--- src/design/clws_pkg.sv ---
package clws_pkg;

  // Command codes on the request channel
  localparam logic [2:0] CMD_INIT  = 3'd0;
  localparam logic [2:0] CMD_CLEAR = 3'd1;
  localparam logic [2:0] CMD_ADDR  = 3'd2;
  localparam logic [2:0] CMD_RC    = 3'd3;
  localparam logic [2:0] CMD_DIGIT = 3'd4;
  localparam logic [2:0] CMD_SIGN  = 3'd5;
  localparam logic [2:0] CMD_BLANK = 3'd6;

  // Status codes on the result channel
  localparam logic [2:0] ST_OK        = 3'd0;
  localparam logic [2:0] ST_BAD_ROW   = 3'd1;
  localparam logic [2:0] ST_BAD_COL   = 3'd2;
  localparam logic [2:0] ST_BAD_DIGIT = 3'd3;
  localparam logic [2:0] ST_BAD_SIGN  = 3'd4;

  localparam logic [6:0] DEV_ADDR_RESET = 7'd62;

  localparam logic [7:0] SET_DDRAM  = 8'h80;
  localparam logic [7:0] DIGIT_BASE = 8'h30;
  localparam logic [7:0] CHAR_PLUS  = 8'h2B;
  localparam logic [7:0] CHAR_MINUS = 8'h2D;
  localparam logic [7:0] CHAR_SPACE = 8'h20;
  localparam logic [7:0] INS_CLEAR  = 8'h01;

  localparam int unsigned INIT_LEN = 9;
  localparam logic [3:0] INIT_LAST_IDX = 4'(INIT_LEN - 1);
  localparam logic [17:0] INIT_FIRST_PAUSE = 18'd40000;

  typedef enum logic [1:0] {
    JOB_INIT,
    JOB_SINGLE,
    JOB_PAIR
  } job_kind_t;

  typedef struct packed {
    logic       valid;
    job_kind_t  kind;
    logic [7:0] byte0;
    logic [7:0] byte1;
    logic [2:0] status;
    logic       sends;
  } job_t;

  function automatic logic [7:0] init_byte(input logic [3:0] idx);
    logic [7:0] b;
    case (idx)
      4'd0:    b = 8'h38;
      4'd1:    b = 8'h39;
      4'd2:    b = 8'h14;
      4'd3:    b = 8'h78;
      4'd4:    b = 8'h56;
      4'd5:    b = 8'h6C;
      4'd6:    b = 8'h38;
      4'd7:    b = 8'h0C;
      4'd8:    b = 8'h01;
      default: b = 8'h00;
    endcase
    return b;
  endfunction

  function automatic logic [17:0] init_after(input logic [3:0] idx);
    logic [17:0] p;
    case (idx)
      4'd5:    p = 18'd200000;
      4'd8:    p = 18'd2000;
      default: p = 18'd27;
    endcase
    return p;
  endfunction

endpackage

--- src/design/char_lcd_write_sequencer.sv ---
// Character-LCD write sequencer.
//
// Request channel (in_valid / in_stall): one word per display request,
// fields command, char_value, ddram_address, row, column. A request is
// taken at a rising edge with in_valid high and in_stall low.
// Result channel (out_valid / out_stall): one word per bus write, or one
// error word for a bad request; last marks the final word of a request.
// Config channel (cfg_valid / cfg_ready / cfg_data): writes the 7-bit
// device address; cfg_ready is always high. Write it only while idle.
//
// A request is loaded into the job register; its words then leave the
// output register one per cycle while out_stall is low. Char requests
// have 2 words each, clear requests and errors 1, init requests 9;
// the emit counter over the job register sets this. The next request is
// taken in the cycle the current job's last word loads, so runs follow
// with no gap. Unused command code 7 is taken and produces no words.
// A stalled result holds; the job then holds too and in_stall rises.
// Reset (rst, synchronous) empties both stages and sets address 62.
module char_lcd_write_sequencer (
  input  logic        clk,
  input  logic        rst,
  input  logic        cfg_valid,
  output logic        cfg_ready,
  input  logic [6:0]  cfg_data,
  input  logic        in_valid,
  output logic        in_stall,
  input  logic [2:0]  command,
  input  logic [7:0]  char_value,
  input  logic [6:0]  ddram_address,
  input  logic [7:0]  row,
  input  logic [7:0]  column,
  output logic        out_valid,
  input  logic        out_stall,
  output logic [6:0]  bus_address,
  output logic        is_data,
  output logic [7:0]  payload,
  output logic [17:0] pause_before_us,
  output logic [17:0] pause_after_us,
  output logic [2:0]  status,
  output logic        sends,
  output logic        last
);

  logic [6:0]     device_address;
  clws_pkg::job_t dec;
  clws_pkg::job_t job;
  logic [3:0]     idx;

  logic advance;
  logic last_idx;
  logic done;
  logic accept;

  logic        is_data_next;
  logic [7:0]  payload_next;
  logic [17:0] before_next;
  logic [17:0] after_next;

  clws_decode u_decode (
    .command       (command),
    .char_value    (char_value),
    .ddram_address (ddram_address),
    .row           (row),
    .column        (column),
    .job           (dec)
  );

  assign cfg_ready = 1'b1;

  // Advance the job whenever the output register is free or draining
  assign advance = job.valid && (!out_valid || !out_stall);

  always_comb begin
    case (job.kind)
      clws_pkg::JOB_INIT: last_idx = (idx == clws_pkg::INIT_LAST_IDX);
      clws_pkg::JOB_PAIR: last_idx = (idx == 4'd1);
      default:            last_idx = 1'b1;
    endcase
  end

  assign done     = advance && last_idx;
  assign in_stall = job.valid && !done;
  assign accept   = in_valid && !in_stall;

  // Build the word for the current emit index
  always_comb begin
    is_data_next = 1'b0;
    payload_next = job.byte0;
    before_next  = 18'd0;
    after_next   = 18'd0;
    case (job.kind)
      clws_pkg::JOB_INIT: begin
        payload_next = clws_pkg::init_byte(idx);
        before_next  = (idx == 4'd0) ? clws_pkg::INIT_FIRST_PAUSE : 18'd0;
        after_next   = clws_pkg::init_after(idx);
      end
      clws_pkg::JOB_PAIR: begin
        if (idx != 4'd0) begin
          is_data_next = 1'b1;
          payload_next = job.byte1;
        end
      end
      default: payload_next = job.byte0;
    endcase
  end

  always_ff @(posedge clk) begin
    if (rst) begin
      device_address <= clws_pkg::DEV_ADDR_RESET;
    end else if (cfg_valid && cfg_ready) begin
      device_address <= cfg_data;
    end
  end

  // Job register: load on accept, step the index per emitted word
  always_ff @(posedge clk) begin
    if (rst) begin
      job.valid <= 1'b0;
      idx       <= 4'd0;
    end else if (accept) begin
      job <= dec;
      idx <= 4'd0;
    end else if (done) begin
      job.valid <= 1'b0;
    end else if (advance) begin
      idx <= idx + 4'd1;
    end
  end

  // Output register
  always_ff @(posedge clk) begin
    if (rst) begin
      out_valid <= 1'b0;
    end else if (!out_valid || !out_stall) begin
      out_valid <= job.valid;
    end
  end

  always_ff @(posedge clk) begin
    if (advance) begin
      bus_address     <= job.sends ? device_address : 7'd0;
      is_data         <= is_data_next;
      payload         <= payload_next;
      pause_before_us <= before_next;
      pause_after_us  <= after_next;
      status          <= job.status;
      sends           <= job.sends;
      last            <= last_idx;
    end
  end

endmodule

--- src/design/clws_decode.sv ---
module clws_decode (
  input  logic [2:0]    command,
  input  logic [7:0]    char_value,
  input  logic [6:0]    ddram_address,
  input  logic [7:0]    row,
  input  logic [7:0]    column,
  output clws_pkg::job_t job
);

  logic [7:0] ch;
  logic [2:0] pre_err;
  logic [2:0] err;
  logic [7:0] rc_addr;

  // Character byte and digit/sign check for the row/column commands
  always_comb begin
    ch      = char_value;
    pre_err = clws_pkg::ST_OK;
    case (command)
      clws_pkg::CMD_DIGIT: begin
        ch = clws_pkg::DIGIT_BASE | {4'd0, char_value[3:0]};
        if (char_value > 8'd9) pre_err = clws_pkg::ST_BAD_DIGIT;
      end
      clws_pkg::CMD_SIGN: begin
        if (char_value != clws_pkg::CHAR_PLUS && char_value != clws_pkg::CHAR_MINUS)
          pre_err = clws_pkg::ST_BAD_SIGN;
      end
      clws_pkg::CMD_BLANK: ch = clws_pkg::CHAR_SPACE;
      default: ch = char_value;
    endcase
  end

  always_comb begin
    if (pre_err != clws_pkg::ST_OK)  err = pre_err;
    else if (row > 8'd1)             err = clws_pkg::ST_BAD_ROW;
    else if (column > 8'd15)         err = clws_pkg::ST_BAD_COL;
    else                             err = clws_pkg::ST_OK;
  end

  // 0x80 | (0x40*row + col), valid only for row <= 1 and col <= 15
  assign rc_addr = {1'b1, row[0], 2'b00, column[3:0]};

  always_comb begin
    job.valid  = 1'b1;
    job.kind   = clws_pkg::JOB_SINGLE;
    job.byte0  = 8'h00;
    job.byte1  = ch;
    job.status = clws_pkg::ST_OK;
    job.sends  = 1'b1;
    case (command)
      clws_pkg::CMD_INIT:  job.kind = clws_pkg::JOB_INIT;
      clws_pkg::CMD_CLEAR: job.byte0 = clws_pkg::INS_CLEAR;
      clws_pkg::CMD_ADDR: begin
        job.kind  = clws_pkg::JOB_PAIR;
        job.byte0 = clws_pkg::SET_DDRAM | {1'b0, ddram_address};
        job.byte1 = char_value;
      end
      clws_pkg::CMD_RC, clws_pkg::CMD_DIGIT, clws_pkg::CMD_SIGN, clws_pkg::CMD_BLANK: begin
        if (err != clws_pkg::ST_OK) begin
          job.status = err;
          job.sends  = 1'b0;
        end else begin
          job.kind  = clws_pkg::JOB_PAIR;
          job.byte0 = rc_addr;
        end
      end
      default: job.valid = 1'b0;  // drop the unused code
    endcase
  end

endmodule

--- config.mk ---
export PLATFORM = sky130hd
export DESIGN_NAME = char_lcd_write_sequencer
export DESIGN_NICKNAME = d
export VERILOG_FILES = /design/src/design/clws_pkg.sv /design/src/design/char_lcd_write_sequencer.sv /design/src/design/clws_decode.sv
export SDC_FILE = /design/constraint.sdc
export NUM_CORES = 1
export LEC_CHECK = 0
export BUFFER_PORTS_ARGS = -buffer_cell sky130_fd_sc_hd__buf_2
export CELL_PAD_IN_SITES_DETAIL_PLACEMENT = 1
export CELL_PAD_IN_SITES_GLOBAL_PLACEMENT = 2
export CORE_ASPECT_RATIO = 0.6
export CORE_MARGIN = 2
export CORE_UTILIZATION = 35
export DETAILED_ROUTE_END_ITERATION = 10
export PLACE_DENSITY_LB_ADDON = 0.1
export REMOVE_ABC_BUFFERS = 1
export SETUP_SLACK_MARGIN = 0.4
export SLEW_MARGIN = 20
export SYNTH_ARGS = -nofsm -noshare
export SYNTH_HDL_FRONTEND = slang
export SYNTH_SLANG_ARGS = --single-unit
--- constraint.sdc ---
create_clock -name clk -period 4.2 [get_ports clk]
set_input_delay 0.84 -clock clk [delete_from_list [all_inputs] [get_ports clk]]
set_output_delay 0.84 -clock clk [all_outputs]
set_load 0.1 [all_outputs]
== Word level (Yosys, flattened, before mapping) ==
Memories as Yosys holds them, arrays and structs flattened. A register that Yosys moved wholly into a read port is not among the register bits.
Cells that the tools add are included.
Word-level totals
  flip-flop bits (word level): 92
  ROM bits: 112
  bits of input ports: 46
  memories: 1
Operators by class
  add/subtract/negate cells: 1
  $lt $le $gt $ge: 3
  equal/unequal tests: 12
  multiplexer cells: 23
  bitwise gates (word level): 2
  reduce and logical (&&, ||, !) cells: 23
Memory list
  (name not given): depth 16, bits a word 7, rd ports 1, clocked after Yosys merged registers in 1, write ports 0, line clws_pkg.sv:49  | case (idx)
Operator list (number)
  18-bit case mux with 2 select lines: 1
  8-bit case mux with 2 select lines: 2
  8-bit case mux with 3 select lines: 1
  8-bit by 4-bit greater-than comparator with 1-bit output, second input constant: 2
  16-bit 2-to-1 mux: 1
  8-bit 2-to-1 mux: 2
  8-bit by 6-bit != test with 1-bit output, second input constant: 2
  10-bit 2-to-1 mux: 1
  3-bit == test, second input constant: 3
  3-bit 2-to-1 mux: 3
  8-bit by 1-bit greater-than comparator with 1-bit output, second input constant: 1
  4-bit 2-to-1 mux: 2
  7-bit OR reduction: 1
  3-bit by 2-bit == test with 1-bit output, second input constant: 2
  2-bit case mux with 3 select lines: 1
  3-bit case mux with 2 select lines: 1
  2-bit AND reduction: 3
  3-bit nonzero test: 2
  1-bit logical AND: 5
  1-bit 2-to-1 mux: 5
  4-bit by 1-bit adder with 4-bit output, second input constant: 1
  4-bit by 1-bit == test with 1-bit output, second input constant: 1
  4-bit by 3-bit == test with 1-bit output, second input constant: 1
  4-bit == test, second input constant: 1
  14 further kinds: 19

== Longest topological paths before layout ==
Gate-level depths: netlist of the first run.
  depth after elaboration: 10
  mapped depth: 10
  mapped depth without buffers: 10

== By module ==
A second synthesis of the first run with hierarchy kept.
Second synthesis, totals
  cells, all modules: 291
  area, all modules: 3392.0 um2
By module, submodules not included
  char_lcd_write_sequencer: times used 1, cells an instance 233, area an instance 3011.6 um2, seq. area each 1871.8 um2
  clws_decode: times used 1, cells an instance 58, area an instance 380.4 um2, seq. area each 0.0 um2

== Least setup slack after synthesis of the first run ==
OpenSTA, ideal clock, no wires.
  path type: flip-flop to output port
  start: register out_valid
  end: output in_stall
  data arrival time: 2.022 ns
  setup slack: 1.338 ns
  cell stages (with the launch flop): 4
  cells stage by stage: dfxtp_1 and2_1 o21ai_1 inv_1
On the way
  cells in the longest elaborated chain, start to end: 6
RTL lines
  from (decl): line char_lcd_write_sequencer.sv:32  | output logic out_valid,
  from (signal assigned): line char_lcd_write_sequencer.sv:135  | out_valid <= job.valid;
  1-bit zero test: line char_lcd_write_sequencer.sv:71  | assign advance = job.valid && (!out_valid || !out_stall);
  1-bit logical OR: line char_lcd_write_sequencer.sv:71
  1-bit logical AND: line char_lcd_write_sequencer.sv:71
  1-bit logical AND: line char_lcd_write_sequencer.sv:81  | assign done = advance && last_idx;
  1-bit zero test: line char_lcd_write_sequencer.sv:82  | assign in_stall = job.valid && !done;
  1-bit logical AND: line char_lcd_write_sequencer.sv:82
  to (decl): line char_lcd_write_sequencer.sv:26  | output logic in_stall,
No other way between the ends.

== Worst setup path after layout of the first run ==
  start: register idx[0]
  end: output in_stall
On the way
  cells in the longest elaborated chain, start to end: 5
  elaborated cells on any way between the ends: 6
  those cells by class: eq/ne: 2; mux: 1; reduce/logical: 3
RTL lines
  from (decl): line char_lcd_write_sequencer.sv:47  | logic [3:0] idx;
  from (signal assigned): line char_lcd_write_sequencer.sv:126  | idx <= idx + 4'd1;
  4-bit by 1-bit == test with 1-bit output / 4-bit == test (equally long branches): line char_lcd_write_sequencer.sv:76, char_lcd_write_sequencer.sv:75
  1-bit case mux with 2 select lines *: line char_lcd_write_sequencer.sv:74  | case (job.kind)
  1-bit logical AND *: line char_lcd_write_sequencer.sv:81
  1-bit zero test *: line char_lcd_write_sequencer.sv:82
  1-bit logical AND *: line char_lcd_write_sequencer.sv:82
Every way passes the cells marked *; elsewhere a longest branch is shown, timed or not.

==> summary.txt, run 1 <==
Setup path
  • Crit-path max cell delay: between 0.4 and 0.5 ns
  • Critical Path Fanout Max: 5
  • Worst path cell trace: inv_1 -> ha_1 -> and4bb_4 -> nor3_2 -> o21ai_1 -> inv_1 -> buf_2
  • CP endpoint kind: primary output
  • Critical path arrival: between 2 and 2.5 ns
  • Crit path buf inv count: 3
  • Startpoint Class: register
  • CP required: around 3.4 ns
  • R2r worst-path depth: 10
  • Critical path class: reg2out
  • FF-to-FF Start: idx[0]
  • Crit-path leading delay family: buffers and inverters
  • Slowest-stage cell, CP: buf_2
  • Worst path most repeated cell: inv_1
  • Reg2reg setup slack: roughly 1.7 ns

Clocking
  • CTS tree: built
  • Clk root buf: clkbuf_16
  • Total CTS buffers: 9
  • Setup bufs post-CTS: 0
  • Clk Latency, worst-skew pair: around 0.33 ns
  • CTS Hold Bufs: 0
  • CTS clk-pin slew, worst paths: 0.06 ns
  • H-tree Lvls: 3
  • Cts repair resizes: 0
  • CTS max path bufs: 2
  • CTS Sinks: between 60 and 70

Logic synthesis
  • Top cells by area, synth: edfxtp_1 43%, dfxtp_1 12%, buf_4 7.0%, and2_1 3.6%, o22ai_1 3.1%
  • Yosys warnings: 0
  • Top-count cell post-synth: edfxtp_1
  • Post-synth EDFFs: roughly 50
  • Synth area leader: edfxtp_1
  • Ys flop type: edfxtp_1
  • Seq/Total Area, Yosys: 0.545
  • Mapped Area: 0.00343 mm^2
  • Number of synthesized register bits: just under 70
  • Mean Syn Cell Area: approximately 12 um^2
  • Most common library cells after synthesis: 49 x edfxtp_1, 32 x buf_4, 20 x and2_1, 20 x dfxtp_1
  • Synth Instances: around 300
  • Ys async rst share: 0
  • Netlist cell types: between 50 and 60
  • Synth top area share: 0.429

STA
  • Fmax: about 330 MHz
  • RSZ-0062 raised after global routing: no
  • Fin crit period: 3.07 ns
  • Fin. max-slew vios: 0
  • Transition time at the pin with the least slew margin: 1.02 ns
  • Final setup fails: 0
  • Clk_skew: around 0.0068 ns
  • Rel. slew slack: 0.320
  • Final TNS setup: 0 ns
  • Final Hold Fails: 0
  • Final WS setup: roughly 1.1 ns
  • Fin crit share: 0.731

Placed design
  • Hpwl dp: ~6000 um
  • Number of I/O port buffers: 85
  • GPL Wtd Cong: approximately 0.8
  • Dpl ws: between 1.5 and 2 ns

Route
  • Via Count: roughly 2,400
  • Iteration-0 DRC Markers: between 100 and 150
  • Final wirelength: ~8000 um
  • Routed Antenna Nets: 0
  • WL per Instance: between 15 and 20 um
  • First-pass detailed-route iteration total: 5
  • Via-to-Cell Ratio: approximately 4.7
  • Residual DRC count: 0

Power
  • Switching pwr: slightly below 0.6 mW
  • Sw frac: 0.301
  • Power, Total: around 1.9 mW
  • Worst vdd rail ir drop: between 0.15 and 0.2 mV
  • P per Cell Area: 464 mW/mm^2
  • Internal power: 1.34 mW
  • Leak: 1.69 nW
  • Comb pwr share: 0.185
  • Sequential Power Share: 0.407
  • Part of the power in the clock network: 0.408

Global routing
  • Gr usage total: 0.160
  • Global-route wire length before repair: between 10,000 and 15,000 um
  • Initial antenna violation count: 0
  • Largest net degree at the start of global routing: 28
  • Vias in the first global route: 2,439
  • Grt ovf: 0

Cells and area
  • ANT cells: 0
  • Filler instances: about 1,100
  • Area taken by multi-input logic gates: roughly 0.0013 mm^2
  • Reg area: ~0.0019 mm^2
  • Layout cells sized above 1: 0.335
  • NumNets Final: 425
  • Area delta synth->final: 20.2%

Floorplan
  • Row cnt: 27
  • Core area: about 0.0094 mm^2
  • Area of the die: ~0.011 mm^2
  • Die Width: about 130 um
  • Chip height: approximately 80 um
  • Initial Util: 0.367
  • Io pins: 106

Min path
  • Worst hold path type: reg2reg
  • HP Start: job[1]
  • Hold Crit Depth: 0
  • Worst Hold Path EP: status[0]

Run
  • Max Cap Viol: 0

Outcome
  • Status: completed
==> cell usage in the layout, fill, tap and decap left out, drive strengths merged, types with 2 or more instances in the layout <==
cell type / instances
a211o: 6
a21o: 2
a21oi: 19
a22o: 6
a31oi: 3
and2: 20
and3: 2
and4bb: 2
buf: 87
bufinv: 2
clkbuf: 10
clkinv: 5
conb: 20
dfxtp: 20
edfxtp: 49
ha: 8
inv: 14
mux2i: 2
nand2: 12
nand2b: 2
nand3: 5
nand3b: 4
nor2: 18
nor2b: 8
nor3: 5
nor3b: 2
nor4: 3
o21ai: 6
o22ai: 17
or2: 4
xor2: 3
==> power groups by stage <==
stage | registers, mW | clock network [mW] | logic (mW)
finish | 0.779 | 0.781 | 0.354
global route | 0.783 | 0.830 | 0.371
CTS | 0.780 | 0.799 | 0.355
detailed placement | 0.793 | 0 | 0.355
global placement | 0.793 | 0 | 0.351
floorplan | 0.930 | 0 | 0.144
==> how the worst max path moves through the flow <==
stage                        startpoint             endpoint  slack (ns)  cells after the start
floorplan           pause_before_us[12]  pause_before_us[10]        0.03                      0
global placement              out_stall             in_stall        1.52                      5
detailed placement               idx[0]             in_stall        1.50                      7
CTS                              idx[0]             in_stall        1.12                      7
global route                     idx[0]             in_stall        0.99                      7
finish                           idx[0]             in_stall        1.13                      7
==> cells by family after synthesis <==
kind of cell | share of synthesized area
compound gates | 0.136
xor+xnor | 0.0102
flops | 0.545
buf+inv | 0.0999
other cells | 0.00219
simple gates | 0.172
mux | 0.00583
fa+ha+maj | 0.0292
==> layout make-up <==
type                       count  share of cell area
tap                          130              0.0394
timing repair buffer          87               0.107
clock buffer                  10              0.0555
inverter                      15              0.0136
clock inverter                 6              0.0188
sequential                    69               0.454
multi-input combinational    189               0.312
==> through the flow <==
step | instance area [um^2] | util | instances | hold slack [ns]
after floorplan | 3210 | - | 273 | 0.400
after global placement | 3820 | 0.408 | 490 | 0.410
after detailed placement | 3820 | 0.408 | 490 | 0.406
after CTS | 4130 | 0.441 | 506 | 0.418
after global routing | 4130 | 0.441 | 506 | 0.428
final | 4130 | 0.441 | 506 | 0.417
==> per-layer routing <==
layer  routed length, um  global-route usage  vias to the layer above
met1                4200               0.223                     1148
met3                 489              0.0562                       11
met4                 101              0.0620                        0
met5                   0                   0                        -
li1                    -                   -                     1158
met2                3270               0.227                       80
==> worst reg2reg max path: cells and delay by family, from the launching register on <==
family / cells / cell delay, ns
buf+inv: 2 / 0.16
fa+ha+maj: 2 / 0.59
simple gates: 3 / 0.63
flops: 1 / 0.39
compound gates: 3 / 0.59
Power figures use the tool's default switching activity.
==> run 2, diff against run 1 <==
--- a/config.mk
+++ b/config.mk
@@ -10,7 +10,7 @@
 export CELL_PAD_IN_SITES_GLOBAL_PLACEMENT = 2
 export CORE_ASPECT_RATIO = 0.6
 export CORE_MARGIN = 2
-export CORE_UTILIZATION = 35
+export CORE_UTILIZATION = 32
 export DETAILED_ROUTE_END_ITERATION = 10
 export PLACE_DENSITY_LB_ADDON = 0.1
 export REMOVE_ABC_BUFFERS = 1
==> constraint.sdc (replaced) <==
create_clock -name clk -period 3.15 [get_ports clk]
set_input_delay 0.63 -clock clk [delete_from_list [all_inputs] [get_ports clk]]
set_output_delay 0.63 -clock clk [all_outputs]
set_load 0.1 [all_outputs]
==> run 2 against run 1 <==
- sequential power is 34% higher
- clock skew down 0.0034 ns
- critical path type unchanged
- clock power up 18%
- largest power group is now registers
- non-clock buffer count grew 2
- via count is 0.79% lower
==> summary.txt, run 2 (same netlist as run 1, synthesis figures left out) <==
Outcome
  • Status: completed

Route
  • WL per Instance: 15.9 um (-0.20%)
  • First-pass detailed-route iteration total: 4 (-1)
  • Final wirelength: 8220 um (+2.0%)
  • Iteration-0 DRC Markers: 115 (+2.7%)
  • Routed Antenna Nets: 0 (unchanged)
  • Residual DRC count: 0 (unchanged)
  • Via Count: 2,378 (-0.79%)
  • Via-to-Cell Ratio: 4.60 (-2.9%)

Placed design
  • Number of I/O port buffers: 85 (unchanged)
  • Total placed cells including tap cells: 501 (+2.2%)
  • GPL Wtd Cong: 0.794 (-0.58%)
  • Placed inst area: 0.00386 mm^2 (+0.95%)
  • Hpwl dp: 6230 um (+3.0%)

STA
  • Rel. slew slack: 0.633 (+0.312)
  • Fin crit period: roughly 2.6 ns
  • Final Hold Fails: 0 (unchanged)
  • Clk_skew: 0.00342 ns (-0.00339 ns)
  • RSZ-0062 raised after global routing: no
  • Final setup fails: 0 (unchanged)
  • Fin. max-slew vios: 0 (unchanged)
  • Transition time at the pin with the least slew margin: 0.549 ns (-0.468 ns)
  • Fmax: 381 MHz
  • Fin crit share: 0.832

Floorplan
  • Core area: 0.0105 mm^2 (+12%)
  • Die Width: 138 um (+4.4%)
  • Initial Util: 0.326 (-0.0406)
  • Chip height: 84.2 um (+4.4%)
  • Io pins: 106 (unchanged)
  • Row cnt: 29 (+7.4%)
  • Area of the die: 0.0116 mm^2 (+9.0%)

Setup path
  • Critical path arrival: 1.99 ns (-0.24 ns)
  • Crit-path max cell delay: 0.37 ns (-0.05 ns)
  • CP required: 2.52 ns (-0.84 ns)
  • Critical Path Fanout Max: 5 (unchanged)
  • Slowest-stage cell, CP: dfxtp_2
  • Worst path cell trace: inv_1 -> ha_1 -> and4bb_4 -> nor3_2 -> o21ai_1 -> inv_1 -> buf_6
  • CP endpoint kind: primary output
  • Critical path class: reg2out
  • Startpoint Class: register
  • Worst path most repeated cell: inv_1

Power
  • Worst vdd rail ir drop: 0.268 mV (+35%)
  • P per Cell Area: 590 mW/mm^2 (+27%)
  • Leak: 1.69 nW (about the same)

Cells and area
  • Finished Cell Area: 0.00414 mm^2 (+0.27%)
  • ANT cells: 0 (unchanged)
  • Highest-count cells in the layout ignoring fill and taps: 84 x buf_2, 49 x edfxtp_1, 20 x and2_1, 20 x conb_1, 19 x dfxtp_1
  • Leading cell type in the layout, fill and taps excluded: buf_2
  • Area delta synth->final: 20.5%
  • Layout cells sized above 1: 0.339 (+0.00352)
  • NumNets Final: 427 (+0.47%)
  • Fin cells: 517 (+2.2%)

Global routing
  • Global-route wire length before repair: 12,500 um (-2.2%)
  • Grt ovf: 0 (unchanged)
  • Initial antenna violation count: 0 (unchanged)
  • Largest net degree at the start of global routing: 22 (-21%)
  • Vias in the first global route: 2,282 (-6.4%)
  • Gr usage total: 0.148 (-0.0123)

Run
  • Max Cap Viol: 0 (unchanged)

Clocking
  • CTS tree: built
  • CTS Hold Bufs: 0 (unchanged)
  • CTS max path bufs: 2 (unchanged)
  • CTS Sinks: 69 (unchanged)
  • Total CTS buffers: 9 (unchanged)
  • Clk root buf: clkbuf_16
  • CTS clk-pin slew, worst paths: 0.05 ns (about the same)
  • H-tree Lvls: 3 (unchanged)
  • Clk Latency, worst-skew pair: 0.33 ns (about the same)

Min path
  • Worst hold path type: reg2reg
-- run 2: cell types whose count changed in the layout (fill, tap and decap cells not counted), moves of 2 or more --
cell       before  now
clkbuf_8        0    2
bufinv_16       2    0
clkbuf_1        1    3
clkinv_1        3    1
-- run 2: final timing paths --
check	from	to	slack, ns	cells after the start
worst max-delay path	idx[0]	in_stall	0.53	7
worst min-delay path	job[2]	status[1]	0.42	0
worst max register to register	idx[0]	job[6]	0.58	8
worst min register to register	job[2]	status[1]	0.42	0
-- run 2: critical path, delay by kind of cell (launching register included) --
| family | cells | cell delay (ns) |
|---|---|---|
| compound gates | 1 | 0.16 |
| flops | 1 | 0.37 |
| simple gates | 2 | 0.47 |
| fa+ha+maj | 1 | 0.25 |
| buf+inv | 3 | 0.41 |
-- run 2: what timing repair did --
item                                    in CTS  in global routing
endpoints found under the hold margin        0                  0
setup buffers                                0                  0
endpoints found under the setup margin       1                 18
gates resized for setup                      1                  2
-- run 2: routing by layer --
metal / global-route usage / share of wire
met4: 0.0473 / 0.012
met1: 0.218 / 0.53
met3: 0.0495 / 0.060
met2: 0.203 / 0.40
met5: 0 / 0
-- run 2: area by class of cell --
type	instances	area (um^2)
clock buffers	14	264
clock inverters	2	10.0
repair buffers	89	474
inverters	15	56.3
fillers	1170	6380
well taps	139	174
multi-input cells	189	1290
flip-flops and latches	69	1870
-- run 2: metrics by stage --
step                      hold WS [ns]  total power, mW  utilization  TNS [ns]  setup slack [ns]
after floorplan                  0.400             1.43            -     -4.03            -0.806
after CTS                        0.414             2.48        0.393         0             0.407
after global routing             0.416             2.55        0.393         0             0.411
after global placement           0.408             1.53        0.366         0             0.671
after detailed placement         0.406             1.54        0.366         0             0.592
final                            0.416             2.44        0.393         0             0.528
-- run 2: power breakdown --
group	switching (mW)	total (mW)	internal (mW)
Combinational	0.393	0.479	0.0854
Sequential	0.0184	1.04	1.02
Clock	0.352	0.925	0.573
Total	0.764	2.44	1.68
==> run 3, diff against run 2 <==
--- a/config.mk
+++ b/config.mk
@@ -10,7 +10,7 @@
 export CELL_PAD_IN_SITES_GLOBAL_PLACEMENT = 2
 export CORE_ASPECT_RATIO = 0.6
 export CORE_MARGIN = 2
-export CORE_UTILIZATION = 32
+export CORE_UTILIZATION = 29
 export DETAILED_ROUTE_END_ITERATION = 10
 export PLACE_DENSITY_LB_ADDON = 0.1
 export REMOVE_ABC_BUFFERS = 1
==> constraint.sdc (replaced) <==
create_clock -name clk -period 2.2 [get_ports clk]
set_input_delay 0.44 -clock clk [delete_from_list [all_inputs] [get_ports clk]]
set_output_delay 0.44 -clock clk [all_outputs]
set_load 0.1 [all_outputs]
==> run 3 against run 2 <==
- count of clock-buffer cells in the layout decreased by 5
- worst hold slack got worse by 0.10 ns
- register-to-register slack got worse by 0.53 ns
- clock power increased by 43%
- critical path type is now reg2reg
==> summary.txt, run 3 (same netlist as run 1, synthesis figures left out) <==
Outcome
  • Status: completed

Min path
  • Worst hold path type: in2reg
  • HP Start: cfg_data[4]

Setup path
  • Critical path class: reg2reg
  • Startpoint Class: register
  • FF-to-FF Start: idx[0]
  • CP required: 2.26 ns (-0.26 ns)
  • CP endpoint kind: register
  • Critical Path Start: idx[0]
  • Critical Path Fanout Max: 6 (+1)
  • Critical path arrival: 2.21 ns (+0.22 ns)

Cells and area
  • Area delta synth->final: 38.6%
  • Filler instances: 1,292 (+10%)
  • Finished Cell Area: 0.00476 mm^2 (+15%)
  • NumNets Final: 464 (+8.7%)
  • Layout cells sized above 1: 0.475 (+0.136)
  • Final Core Density: 0.417 (+0.0238)
  • Leading cell type in the layout, fill and taps excluded: buf_2
  • ANT cells: 0 (unchanged)
  • Highest-count cells in the layout ignoring fill and taps: 84 x buf_2, 49 x edfxtp_1, 27 x buf_4, 20 x conb_1, 19 x and2_1
  • Fin cells: 575 (+11%)

Floorplan
  • Area of the die: 0.0128 mm^2 (+9.9%)
  • Row cnt: 30 (+3.4%)
  • Chip height: 88.3 um (+4.8%)
  • Io pins: 106 (unchanged)
  • Core area: 0.0114 mm^2 (+8.4%)
  • Die Width: 144 um (+4.9%)
  • Initial Util: 0.301 (-0.0254)

Clocking
  • CTS Hold Bufs: 0 (unchanged)
  • CTS tree: built
  • Clk Latency, worst-skew pair: 0.34 ns (about the same)
  • CTS Sinks: 69 (unchanged)
  • Total CTS buffers: 9 (unchanged)
  • Clk root buf: clkbuf_16
  • H-tree Lvls: 3 (unchanged)
  • CTS max path bufs: 2 (unchanged)
  • CTS clk-pin slew, worst paths: 0.06 ns (about the same)

Global routing
  • Vias in the first global route: 2,455 (+7.6%)
  • Largest net degree at the start of global routing: 17 (-23%)
  • Global-route wire length before repair: 13,900 um (+11%)
  • Gr usage total: 0.152 (+0.00470)
  • Grt ovf: 0 (unchanged)
  • Initial antenna violation count: 0 (unchanged)

STA
  • RSZ-0062 raised after global routing: yes
  • Fin. max-slew vios: 0 (unchanged)
  • Transition time at the pin with the least slew margin: 0.576 ns (+0.0273 ns)
  • Final setup fails: 0 (unchanged)
  • Clk_skew: 0.00519 ns (+0.00177 ns)
  • Fin crit share: 0.978
  • Rel. slew slack: 0.614 (-0.0185)
  • Fin crit period: about 2.2 ns
  • Fmax: 465 MHz
  • Final Hold Fails: 0 (unchanged)
  • Worst-case hold slack: 0.311 ns (-0.104 ns)

Power
  • Worst vdd rail ir drop: 0.399 mV (+49%)
  • Leak: 1.93 nW (+14%)
  • P per Cell Area: 753 mW/mm^2 (+28%)
  • Power, Total: 3.58 mW (+47%)

Route
  • WL per Instance: 16.4 um (+3.0%)
  • Via-to-Cell Ratio: 4.43 (-3.6%)
  • Routed Antenna Nets: 0 (unchanged)
  • First-pass detailed-route iteration total: 5 (+1)
  • Residual DRC count: 0 (unchanged)
  • Final wirelength: 9420 um (+15%)
  • Iteration-0 DRC Markers: 102 (-11%)
  • Via Count: 2,550 (+7.2%)

Placed design
  • Total placed cells including tap cells: 539 (+7.6%)
  • Placed inst area: 0.00403 mm^2 (+4.4%)
  • Hpwl dp: 6670 um (+7.1%)
  • Number of I/O port buffers: 85 (unchanged)
  • GPL Wtd Cong: 0.747 (-6.0%)

Run
  • Max Cap Viol: 0 (unchanged)
==> run 3: cell types whose count changed in the layout (fill, tap and decap cells not counted), moves of 4 or more <==
cell,previous run,this run
buf_6,1,8
buf_4,3,27
inv_4,0,4
inv_1,14,7
ha_1,8,1
ha_4,0,7
==> run 3: metrics by stage <==
step / setup TNS (ns) / setup slack [ns]
after detailed placement: -0.0528 / -0.0328
after global routing: -0.455 / -0.0427
after floorplan: -21.44 / -1.57
after global placement: 0 / 0.0766
after CTS: 0 / 0.0220
final: 0 / 0.0481
==> run 3: what timing repair did <==
| action | CTS | global route |
|---|---|---|
| setup buffers | 16 | 1 |
| gates cloned | 3 | 0 |
| gates resized for setup | 48 | 10 |
| endpoints found under the setup margin | 31 | 34 |
| pin swaps | 13 | 4 |
==> run 3: where the power goes <==
group | total (mW) | switching [mW] | internal [mW] | leakage [nW]
combinational | 0.785 | 0.597 | 0.188 | 1.16
sequential | 1.48 | 0.0241 | 1.46 | 0.634
clock | 1.32 | 0.563 | 0.753 | 0.127
total | 3.58 | 1.18 | 2.40 | 1.93
==> run 3: path summary, 6_finish.rpt <==
| kind | to | slack (ns) | cells after the start |
|---|---|---|---|
| min | device_address[4] | 0.31 | 2 |
| max reg2reg | job[0] | 0.05 | 13 |
| min reg2reg | status[1] | 0.42 | 0 |
| max | job[0] | 0.05 | 13 |
==> run 3: routing by layer <==
metal	vias up	wire length, um	global-route usage
met2	83	3910	0.214
met3	6	625	0.0601
met4	0	55	0.0344
met1	1217	4830	0.221
li1	1244	-	-
met5	-	0	0
==> run 3: worst max-delay path: stages, from the launching register on <==
cell      delay (ns)
dfxtp_4         0.36
inv_4           0.06
ha_4            0.13
and4bb_4        0.26
nor3_4          0.05
o21ai_2         0.16
buf_6           0.13
buf_6           0.08
buf_6           0.09
nand2_4         0.05
nor2_4          0.13
buf_6           0.14
buf_12          0.10
buf_16          0.11
==> run 3: final cells by class <==
| type | instances | area [um^2] | area share |
|---|---|---|---|
| multi-input combinational | 189 | 1470 | 0.309 |
| inverter | 15 | 66.3 | 0.0139 |
| sequential | 69 | 1880 | 0.395 |
| tap | 160 | 200 | 0.0421 |
| timing repair buffer | 126 | 876 | 0.184 |
| clock inverter | 7 | 42.5 | 0.00894 |
| clock buffer | 9 | 225 | 0.0473 |
